<file path="config.mk">
export PLATFORM = sky130hd
export DESIGN_NAME = button_click_classifier
export DESIGN_NICKNAME = d
export VERILOG_FILES = /design/src/rtl/bcc_pkg.sv /design/src/rtl/bcc_in.sv /design/src/rtl/bcc_core.sv /design/src/rtl/bcc_out.sv /design/src/rtl/button_click_classifier.sv
export SDC_FILE = /design/constraint.sdc
export NUM_CORES = 1
export LEC_CHECK = 0
export BUFFER_PORTS_ARGS = -buffer_cell sky130_fd_sc_hd__buf_2
export CAP_MARGIN = 20
export CORE_MARGIN = 8
export CORE_UTILIZATION = 55
export DETAILED_ROUTE_END_ITERATION = 8
export GPL_TIMING_DRIVEN = 0
export PLACE_DENSITY = 0.73
export SETUP_SLACK_MARGIN = 0.4
export SLEW_MARGIN = 25
export SYNTH_ARGS = -nofsm -noshare
export SYNTH_HDL_FRONTEND = slang
export SYNTH_SLANG_ARGS = --single-unit
</file>
<file path="constraint.sdc">
create_clock -name clk -period 13.3 [get_ports clk]
set_input_delay 0.665 -clock clk [delete_from_list [all_inputs] [get_ports clk]]
set_output_delay 0.665 -clock clk [all_outputs]
set_load 0.005 [all_outputs]
</file>
<file path="src/rtl/bcc_pkg.sv">
// ----------------------------------------------------------------------------
// bcc_pkg
// Shared types and constants for the button click classifier.
// ----------------------------------------------------------------------------
package bcc_pkg;

	localparam int TIMER_WIDTH = 16;
	localparam int CFG_WIDTH   = 16;
	localparam int IDX_WIDTH   = 2;

	localparam logic [IDX_WIDTH-1:0] REG_DEBOUNCE = 2'd0;
	localparam logic [IDX_WIDTH-1:0] REG_GAP      = 2'd1;
	localparam logic [IDX_WIDTH-1:0] REG_LONG     = 2'd2;

	localparam logic [CFG_WIDTH-1:0] DEBOUNCE_RST = 16'd50;
	localparam logic [CFG_WIDTH-1:0] GAP_RST      = 16'd250;
	localparam logic [CFG_WIDTH-1:0] LONG_RST     = 16'd4000;

	typedef enum logic [1:0] {
		G_NONE   = 2'd0,
		G_SINGLE = 2'd1,
		G_DOUBLE = 2'd2,
		G_LONG   = 2'd3
	} gesture_t;

	typedef struct packed {
		gesture_t gesture;
		logic     stable_level;
	} result_t;

endpackage

</file>
<file path="src/rtl/bcc_in.sv">
// ----------------------------------------------------------------------------
// bcc_in
// Input register stage: holds one raw level item until the core takes it.
// ----------------------------------------------------------------------------
module bcc_in (
	input  logic clk,
	input  logic arst_n,
	input  logic in_valid,
	output logic in_ready,
	input  logic in_level,
	input  logic take,
	output logic valid_s1,
	output logic level_s1
);

	assign in_ready = !valid_s1 || take;

	always_ff @(posedge clk or negedge arst_n) begin
		if (!arst_n) begin
			valid_s1 <= 1'b0;
		end else if (in_ready) begin
			valid_s1 <= in_valid;
		end
	end

	always_ff @(posedge clk) begin
		if (in_ready && in_valid) begin
			level_s1 <= in_level;
		end
	end

endmodule

</file>
<file path="src/rtl/bcc_core.sv">
// ----------------------------------------------------------------------------
// bcc_core
// Config registers, debounce and gesture state, per-tick classification.
// ----------------------------------------------------------------------------
module bcc_core #(
	parameter int TIMER_WIDTH = bcc_pkg::TIMER_WIDTH
) (
	input  logic                               clk,
	input  logic                               arst_n,
	input  logic                               cfg_we,
	input  logic [bcc_pkg::IDX_WIDTH-1:0]      cfg_index,
	input  logic [bcc_pkg::CFG_WIDTH-1:0]      cfg_data,
	input  logic                               step,
	input  logic                               level,
	output bcc_pkg::result_t                   result
);

	localparam int CW = (TIMER_WIDTH > bcc_pkg::CFG_WIDTH) ? TIMER_WIDTH : bcc_pkg::CFG_WIDTH;
	localparam logic [TIMER_WIDTH-1:0] TMAX = {TIMER_WIDTH{1'b1}};

	logic [bcc_pkg::CFG_WIDTH-1:0] debounce_q, gap_q, long_q;
	logic                          raw_prev_q, acc_q, press_q;
	logic [TIMER_WIDTH-1:0]        edge_t_q, press_t_q, rel_t_q;
	bcc_pkg::gesture_t             pend_q;

	logic [TIMER_WIDTH-1:0] edge_adv, press_adv, rel_adv;
	logic [TIMER_WIDTH-1:0] edge_nx, press_nx, rel_nx;
	logic                   acc_nx, press_rec_nx, edge_hit, bounce;
	bcc_pkg::gesture_t      pend_mid, pend_nx, report;
	logic [CW-1:0]          deb_w, gap_w, long_w, edge_w, press_w, rel_w, rel_nx_w;

	function automatic logic [TIMER_WIDTH-1:0] advance(input logic [TIMER_WIDTH-1:0] t);
		advance = (t == TMAX) ? TMAX : t + TIMER_WIDTH'(1);
	endfunction

	always_ff @(posedge clk or negedge arst_n) begin
		if (!arst_n) begin
			debounce_q <= bcc_pkg::DEBOUNCE_RST;
			gap_q      <= bcc_pkg::GAP_RST;
			long_q     <= bcc_pkg::LONG_RST;
		end else if (cfg_we) begin
			case (cfg_index)
				bcc_pkg::REG_DEBOUNCE: debounce_q <= cfg_data;
				bcc_pkg::REG_GAP:      gap_q      <= cfg_data;
				bcc_pkg::REG_LONG:     long_q     <= cfg_data;
				default: ;
			endcase
		end
	end

	always_comb begin
		edge_adv  = advance(edge_t_q);
		press_adv = advance(press_t_q);
		rel_adv   = advance(rel_t_q);
		deb_w     = CW'(debounce_q);
		gap_w     = CW'(gap_q);
		long_w    = CW'(long_q);
		edge_w    = CW'(edge_adv);
		press_w   = CW'(press_adv);
		rel_w     = CW'(rel_adv);

		edge_nx      = edge_adv;
		press_nx     = press_adv;
		rel_nx       = rel_adv;
		acc_nx       = acc_q;
		press_rec_nx = press_q;
		pend_mid     = pend_q;

		edge_hit = (level != raw_prev_q) && (level != acc_q);
		bounce   = edge_w <= deb_w;
		if (edge_hit) begin
			edge_nx = '0;
			if (!bounce) begin
				acc_nx = level;
				if (!level) begin
					press_rec_nx = 1'b1;
					press_nx     = '0;
				end else if (press_q) begin
					if (press_w >= long_w) begin
						pend_mid = bcc_pkg::G_LONG;
					end else if (rel_w < gap_w) begin
						pend_mid = bcc_pkg::G_DOUBLE;
					end else begin
						pend_mid = bcc_pkg::G_SINGLE;
					end
					rel_nx       = '0;
					press_rec_nx = 1'b0;
				end
			end
		end

		rel_nx_w = CW'(rel_nx);
		report   = bcc_pkg::G_NONE;
		pend_nx  = pend_mid;
		if ((rel_nx_w > gap_w) && (pend_mid != bcc_pkg::G_NONE)) begin
			report  = pend_mid;
			pend_nx = bcc_pkg::G_NONE;
		end

		result.gesture      = report;
		result.stable_level = acc_nx;
	end

	always_ff @(posedge clk or negedge arst_n) begin
		if (!arst_n) begin
			raw_prev_q <= 1'b0;
			acc_q      <= 1'b0;
			press_q    <= 1'b0;
			edge_t_q   <= '0;
			press_t_q  <= '0;
			rel_t_q    <= '0;
			pend_q     <= bcc_pkg::G_NONE;
		end else if (step) begin
			raw_prev_q <= level;
			acc_q      <= acc_nx;
			press_q    <= press_rec_nx;
			edge_t_q   <= edge_nx;
			press_t_q  <= press_nx;
			rel_t_q    <= rel_nx;
			pend_q     <= pend_nx;
		end
	end

endmodule

</file>
<file path="src/rtl/bcc_out.sv">
// ----------------------------------------------------------------------------
// bcc_out
// Result register feeding the master-side stream.
// ----------------------------------------------------------------------------
module bcc_out (
	input  logic             clk,
	input  logic             arst_n,
	input  logic             load,
	input  bcc_pkg::result_t result,
	output logic             can_load,
	output logic             out_valid,
	input  logic             out_ready,
	output bcc_pkg::result_t result_s2
);

	assign can_load = !out_valid || out_ready;

	always_ff @(posedge clk or negedge arst_n) begin
		if (!arst_n) begin
			out_valid <= 1'b0;
		end else if (can_load) begin
			out_valid <= load;
		end
	end

	always_ff @(posedge clk) begin
		if (load && can_load) begin
			result_s2 <= result;
		end
	end

endmodule

</file>
<file path="src/rtl/button_click_classifier.sv">
// ----------------------------------------------------------------------------
// button_click_classifier
// Debounces a raw active-low button level per tick and reports single,
// double and long presses once the gap time has passed.
// Path: the input reg holds each accepted level, then the result reg captures its result.
// Throughput: one item per cycle while the output side is ready.
// Reset: arst_n clears state and restores register defaults 50/250/4000.
// ----------------------------------------------------------------------------
module button_click_classifier #(
	parameter int TIMER_WIDTH = bcc_pkg::TIMER_WIDTH
) (
	input  logic                          clk,
	input  logic                          arst_n,
	input  logic                          cfg_we,
	input  logic [bcc_pkg::IDX_WIDTH-1:0] cfg_index,
	input  logic [bcc_pkg::CFG_WIDTH-1:0] cfg_data,
	input  logic                          s_axis_tvalid,
	output logic                          s_axis_tready,
	input  logic [7:0]                    s_axis_tdata,  // [0] pin_level
	output logic                          m_axis_tvalid,
	input  logic                          m_axis_tready,
	output logic [7:0]                    m_axis_tdata   // [1:0] gesture, [2] stable_level
);

	logic             valid_s1, level_s1, can_load, take;
	bcc_pkg::result_t result, result_s2;

	assign take = valid_s1 && can_load;

	bcc_in u_in (
		.clk      (clk),
		.arst_n   (arst_n),
		.in_valid (s_axis_tvalid),
		.in_ready (s_axis_tready),
		.in_level (s_axis_tdata[0]),
		.take     (take),
		.valid_s1 (valid_s1),
		.level_s1 (level_s1)
	);

	bcc_core #(.TIMER_WIDTH(TIMER_WIDTH)) u_core (
		.clk       (clk),
		.arst_n    (arst_n),
		.cfg_we    (cfg_we),
		.cfg_index (cfg_index),
		.cfg_data  (cfg_data),
		.step      (take),
		.level     (level_s1),
		.result    (result)
	);

	bcc_out u_out (
		.clk       (clk),
		.arst_n    (arst_n),
		.load      (valid_s1),
		.result    (result),
		.can_load  (can_load),
		.out_valid (m_axis_tvalid),
		.out_ready (m_axis_tready),
		.result_s2 (result_s2)
	);

	assign m_axis_tdata = {5'b0, result_s2.stable_level, result_s2.gesture};

endmodule

</file>
* Word-level counts from Yosys, hierarchy flattened
Index checks and enable logic that the tools add are counted.
Operators by class: add/sub/neg operators 3, div/mod/pow operators 0, shifts and indexed selects 0, multipliers 0, mux-type cells 21, bitwise operators 1, reductions and logical operators 14, equality and inequality tests 7, magnitude comparators 4
Operator list (number):
- $mux 16 | 11
- $add 16x1->16 const B | 3
- $eq 16x16->1 const B | 3
- $ge 16x16->1 | 1
- $gt 16x16->1 | 1
- $le 16x16->1 | 1
- $lt 16x16->1 | 1
- $mux 2 | 7
- $reduce_and 2->1 | 3
- $logic_and 1x1->1 | 4
- $mux 1 | 3
- $reduce_and 3->1 | 1
- $eq 2x1->1 const B | 1
- $eq 2x2->1 const B | 1
- $logic_not 1->1 | 2
- $logic_not 2->1 | 1
- $logic_or 1x1->1 | 2
- $ne 1x1->1 | 2
- $reduce_bool 2->1 | 1
- $not 1->1 | 1
Storage, ports and cells: bits of input ports 31, output and inout port bits 10, latch bits 0, bits in writable memories 0, register bits after elaboration 107, word-level logic and storage cells 65, bits in read-only memories 0, memories kept 0

* Longest topological paths before layout
depth after elaboration 12, gate-level depth with buffers 24, gate-level depth less buffers 22

* Hierarchy
A second synthesis with hierarchy kept.
Unflattened totals: cell total of the unflattened synthesis 764, area total of the unflattened synthesis 7056.8 um2
By module, submodules not included:
- bcc_core | sequential area each 2546.2 um2, area each 6781.5 um2, times used 1, cells an instance 745
- bcc_out | sequential area each 115.1 um2, area each 143.9 um2, times used 1, cells an instance 7
- bcc_in | sequential area each 55.1 um2, area each 83.8 um2, times used 1, cells an instance 5
- button_click_classifier | sequential area each 0.0 um2, area each 47.5 um2, times used 1, cells an instance 7

* Worst setup path before layout
No wires, ideal clock.
path kind reg2reg, start reg u_core.edge_t_q[0], end reg u_core.pend_q[0], arrival 4884 ps, library setup time 82 ps, setup slack 8333 ps, clock period less this slack 4967 ps, cell stages (with the launch flop) 25, data required time 13218 ps, buffers on the path 3, cells stage by stage dfrtp_1 ha_1 nand3_2 nor3_4 nand3_2 or3_4 buf_6 buf_2 nand2_1 ha_1 nand4_1 nor2_1 a221o_1 o31ai_4 or2_1 buf_6 and2_4 ha_1 nor2b_1 o211ai_1 a21o_1 a211oi_1 o41ai_1 nand2_1 o22ai_1
Between the ends: longest elaborated chain between the ends 8, elaborated cells on any way between the ends 12, those cells by class add/sub (1); order compare (2); eq/ne (1); mux (6); reduce/logical (2)
Ends and longest elaborated chain:
- start, declared | RTL line bcc_core.sv:23 | logic [TIMER_WIDTH-1:0] edge_t_q, press_t_q, rel_t_q;
- start signal, assigned | RTL line bcc_core.sv:117 | edge_t_q <= edge_nx;
- $add 16x1->16 / $eq 16x16->1 (equally long branches) | RTL line bcc_core.sv:33 | advance = (t == TMAX) ? TMAX : t + TIMER_WIDTH'(1);
- $mux 16 * | RTL line bcc_core.sv:33
- $le 16x16->1 * | RTL line bcc_core.sv:70 | bounce = edge_w <= deb_w;
- $mux 16 * | RTL line bcc_core.sv:73 | if (!bounce) begin
- $mux 16 * | RTL line bcc_core.sv:71 | if (edge_hit) begin
- via u_core.rel_nx[1] | RTL line bcc_core.sv:27 | logic [TIMER_WIDTH-1:0] edge_nx, press_nx, rel_nx;
- $gt 16x16->1 * | RTL line bcc_core.sv:95 | if ((rel_nx_w > gap_w) && (pend_mid != bcc_pkg::G_NONE)) begin
- $logic_and 1x1->1 * | RTL line bcc_core.sv:95
- $mux 2 * | RTL line bcc_core.sv:95
- end signal, assigned | RTL line bcc_core.sv:112 | pend_q <= bcc_pkg::G_NONE;
- end signal, assigned | RTL line bcc_core.sv:120 | pend_q <= pend_nx;
- end, declared | RTL line bcc_core.sv:24 | bcc_pkg::gesture_t pend_q;
Mark *: on every way through the listed nets, which the timed path passes. The rest lies on a longest branch. A chain may end at the register's enable or synchronous reset.

* Final worst setup path
Same ends and word-level chain as after synthesis.

==> impl_metrics.yaml <==
clock_network:
  cts_max_level: 3
  cts_buffers: 9
  numClockSinks: 107
  cts-root-buf: "clkbuf_16"
  postCtsSetupRepairBufs: 0
  clk_pin_slew_ns: 0.07
  holdBufCountCts: 0
  ctsResizeCount: 0
  clock_latency_ns: 0.35
  cts.path.max_buffers: 2
  cts_tree: "done"
power_and_ir_drop:
  power_mw: 0.977
  max-vdd-ir-drop_mv: 0.0913
  p_leak_nw: 3.68
  powerDensity_nw_per_um2: 129
global_routing:
  grt_use_total_pct: 19.8
  gr-total-overflow: 0
  grt_max_degree: 58
  grt_pass1_wl_mm: 25.8
  antenna_found_initial: 0
  grt_pass1_vias: 5358
finish:
  layout.nets: 860
  postLayoutCellArea_um2: 7590
  antennaDiodeCount: 0
  syn_to_final_growth_pct: 10.1
  fin_cells: 940
  drive_gt1_share_pct: 18.9
  fin_util_pct: 61.1
floorplanning:
  ios: 41
  initial_core_util_pct: 55.5
  core_um2: 12400
  row_count: 41
  die_h_um: 128
  die_w_um: 128
  die_area_um2: 16400
yosys:
  synth_seq_cells: 107
  yosysSeqAreaShare_pct: 39.4
  synth_cells: 719
  synthFlopType: "dfrtp_1"
  synthMostInstantiatedCell: "nand2_1"
  synthArstFlopShare_pct: 96.3
  synth_edf_count: 4
  syn-cell-area_um2: 6900
  yosys_warnings: 0
  synth.distinct_cells: 68
  syn_area_per_cell_um2: 9.59
  synth_area_leader_cell: "dfrtp_1"
  synth_common_cells: "nand2_1 (90), dfrtp_1 (88), ha_1 (66)"
  synth_top_area_share_pct: 31.9
  synthTopCellsByArea: "dfrtp_1 (32%), ha_1 (12%), mux2_2 (8.3%), dfstp_2 (5.7%), nand2_1 (4.9%)"
outcome:
  status: "complete, no violations"
timing:
  rsz0062_at_grt: "false"
  fmax_mhz: 168
  maxSlewHeadroom_pct: 31.4
  worstMarginPinSlew_ns: 1.02
  period_share_pct: 44.7
  hold_violations: 0
  finalClockSkew_ns: 0.00866
  whs_ns: 0.233
  fin_crit_ns: 5.94
  drv_slew: 0
  setup_viol: 0
  setup_slack_ns: 7.36
  finalSetupTns_ns: 0
place:
  io_buffer_count: 28
  pre_cts_ws_ns: 7.43
  gp_congestion: 0.913
  hpwl_mm: 12.2
  dp_cells: 924
  place_area_um2: 7300
critical_path:
  required_ns: 13.56
  cp_max_fo: 10
  critical_path_arrival_ns: 6.21
  cp-end-kind: "flip-flop"
  start_kind: "flip-flop"
  crit_type: "reg2reg"
  reg2reg_depth: 24
route:
  wl_mm: 15.5
  via_per_inst: 5.71
  drt_first_iter_violations: 234
  post-route-drc-count: 0
  via_count: 5369
  wl_per_cell_um: 16.4
  drt_pre_antenna_iters: 5
  ant_nets: 0
flow_run:
  max-cap-violations: 0
min_path:
  hp-class: "in2async"
cells by family after synthesis:
logic type | after synthesis | synth area share [%]
AND/OR/NAND/NOR | 223 | 16.7
AO/OA/AOI/OAI | 154 | 14.1
flip-flops | 107 | 39.4
buffers and inverters | 85 | 5.23
adder cells (fa/ha/maj) | 66 | 12.0
multiplexers | 54 | 8.91
XOR/XNOR | 29 | 3.68
other | 1 | 0.0544
worst paths after layout:
check,from,slack (ns),endpoint
max,u_core.edge_t_q[0]$_DFFE_PN0P_,7.36,u_core.pend_q[0]$_DFFE_PN0P_
min,arst_n,0.23,u_core.press_t_q[9]$_DFFE_PN0P_
max reg2reg,u_core.edge_t_q[0]$_DFFE_PN0P_,7.36,u_core.pend_q[0]$_DFFE_PN0P_
min reg2reg,u_core.press_q$_DFFE_PN0P_,0.49,u_core.press_q$_DFFE_PN0P_
max in group asynchronous,arst_n,12.39,u_core.deb_w[1]$_DFFE_PN1P_
min in group clk,s_axis_tdata[0],0.49,u_in.level_s1$_DFFE_PP_
area by class of cell:
cell class                 instances  area (µm²)
fill                            1062        4820
multi-input combinational        531        3830
sequential                       107        2720
clock buffer                      14         254
tap                              172         215
inverter                          57         214
timing repair buffer              29         174
buffer                            28         146
clock inverter                     2        37.5
flip-flops by register name (all words and copies together) (netlist names):
register,flops
u_core.acc_q,1
u_core.deb_w,16
u_core.edge_t_q,16
u_core.gap_q,16
u_core.long_q,16
u_core.pend_q,2
u_core.press_q,1
u_core.press_t_q,16
u_core.raw_prev_q,1
u_core.rel_t_q,16
u_in.level_s1,1
u_in.valid_s1,1
u_out.out_valid,1
u_out.result_s2,3
placed cells by master, fill, tap and decap left out, types with 3 or more instances in the layout:
cell type and n:
nand2_1 90, dfrtp_1 88, ha_1 66, a21oi_1 62
inv_1 56, mux2_2 51, o21ai_0 36, buf_2 30
nor2_1 27, nand3_1 22, clkbuf_1 19, nand4_1 18
xnor2_1 15, a22o_1 15, dfstp_2 15, xor2_1 14
and3_1 11, nand2b_1 11, clkbuf_16 9, and2_4 6
buf_4 6, and2_1 5, a211oi_1 5, conb_1 5
and4_1 4, a31oi_1 4, a21o_1 4, nor2b_1 4
o211ai_1 4, edfxtp_1 4, buf_6 3, nor3_1 3
nor2_2 3, nand3b_1 3
critical path, stage by stage (launching register included):
cell	delay [ns]
dfrtp_1	0.39
ha_1	0.29
nand3_2	0.17
nor3_4	0.30
nand3_2	0.14
or3_4	0.42
buf_6	0.16
buf_2	0.17
nand2_1	0.08
ha_1	0.25
a21oi_1	0.16
o21ai_0	0.15
a221o_1	0.36
o31ai_4	0.37
or2_1	0.18
buf_6	0.14
and2_4	0.15
ha_1	0.23
nor2b_1	0.13
o211ai_1	0.17
a21o_1	0.15
a211oi_1	0.07
o41ai_1	0.82
nand2_1	0.16
o22ai_1	0.21
power by group:
group / total (mW) / internal, mW / switching (mW)
logic: 0.289 / 0.133 / 0.155
clock network: 0.266 / 0.152 / 0.114
registers: 0.422 / 0.383 / 0.0385
total: 0.977 / 0.669 / 0.308
per-layer routing:
metal | vias up | GRT usage, % | routed length [µm]
li1 | 2627 | - | -
met2 | 114 | 33.3 | 7530
met3 | 21 | 4.99 | 690
met1 | 2607 | 24.3 | 6950
met5 | - | 0 | 0
met4 | 0 | 6.71 | 288
Note: power is estimated with default switching activity, not from simulation.
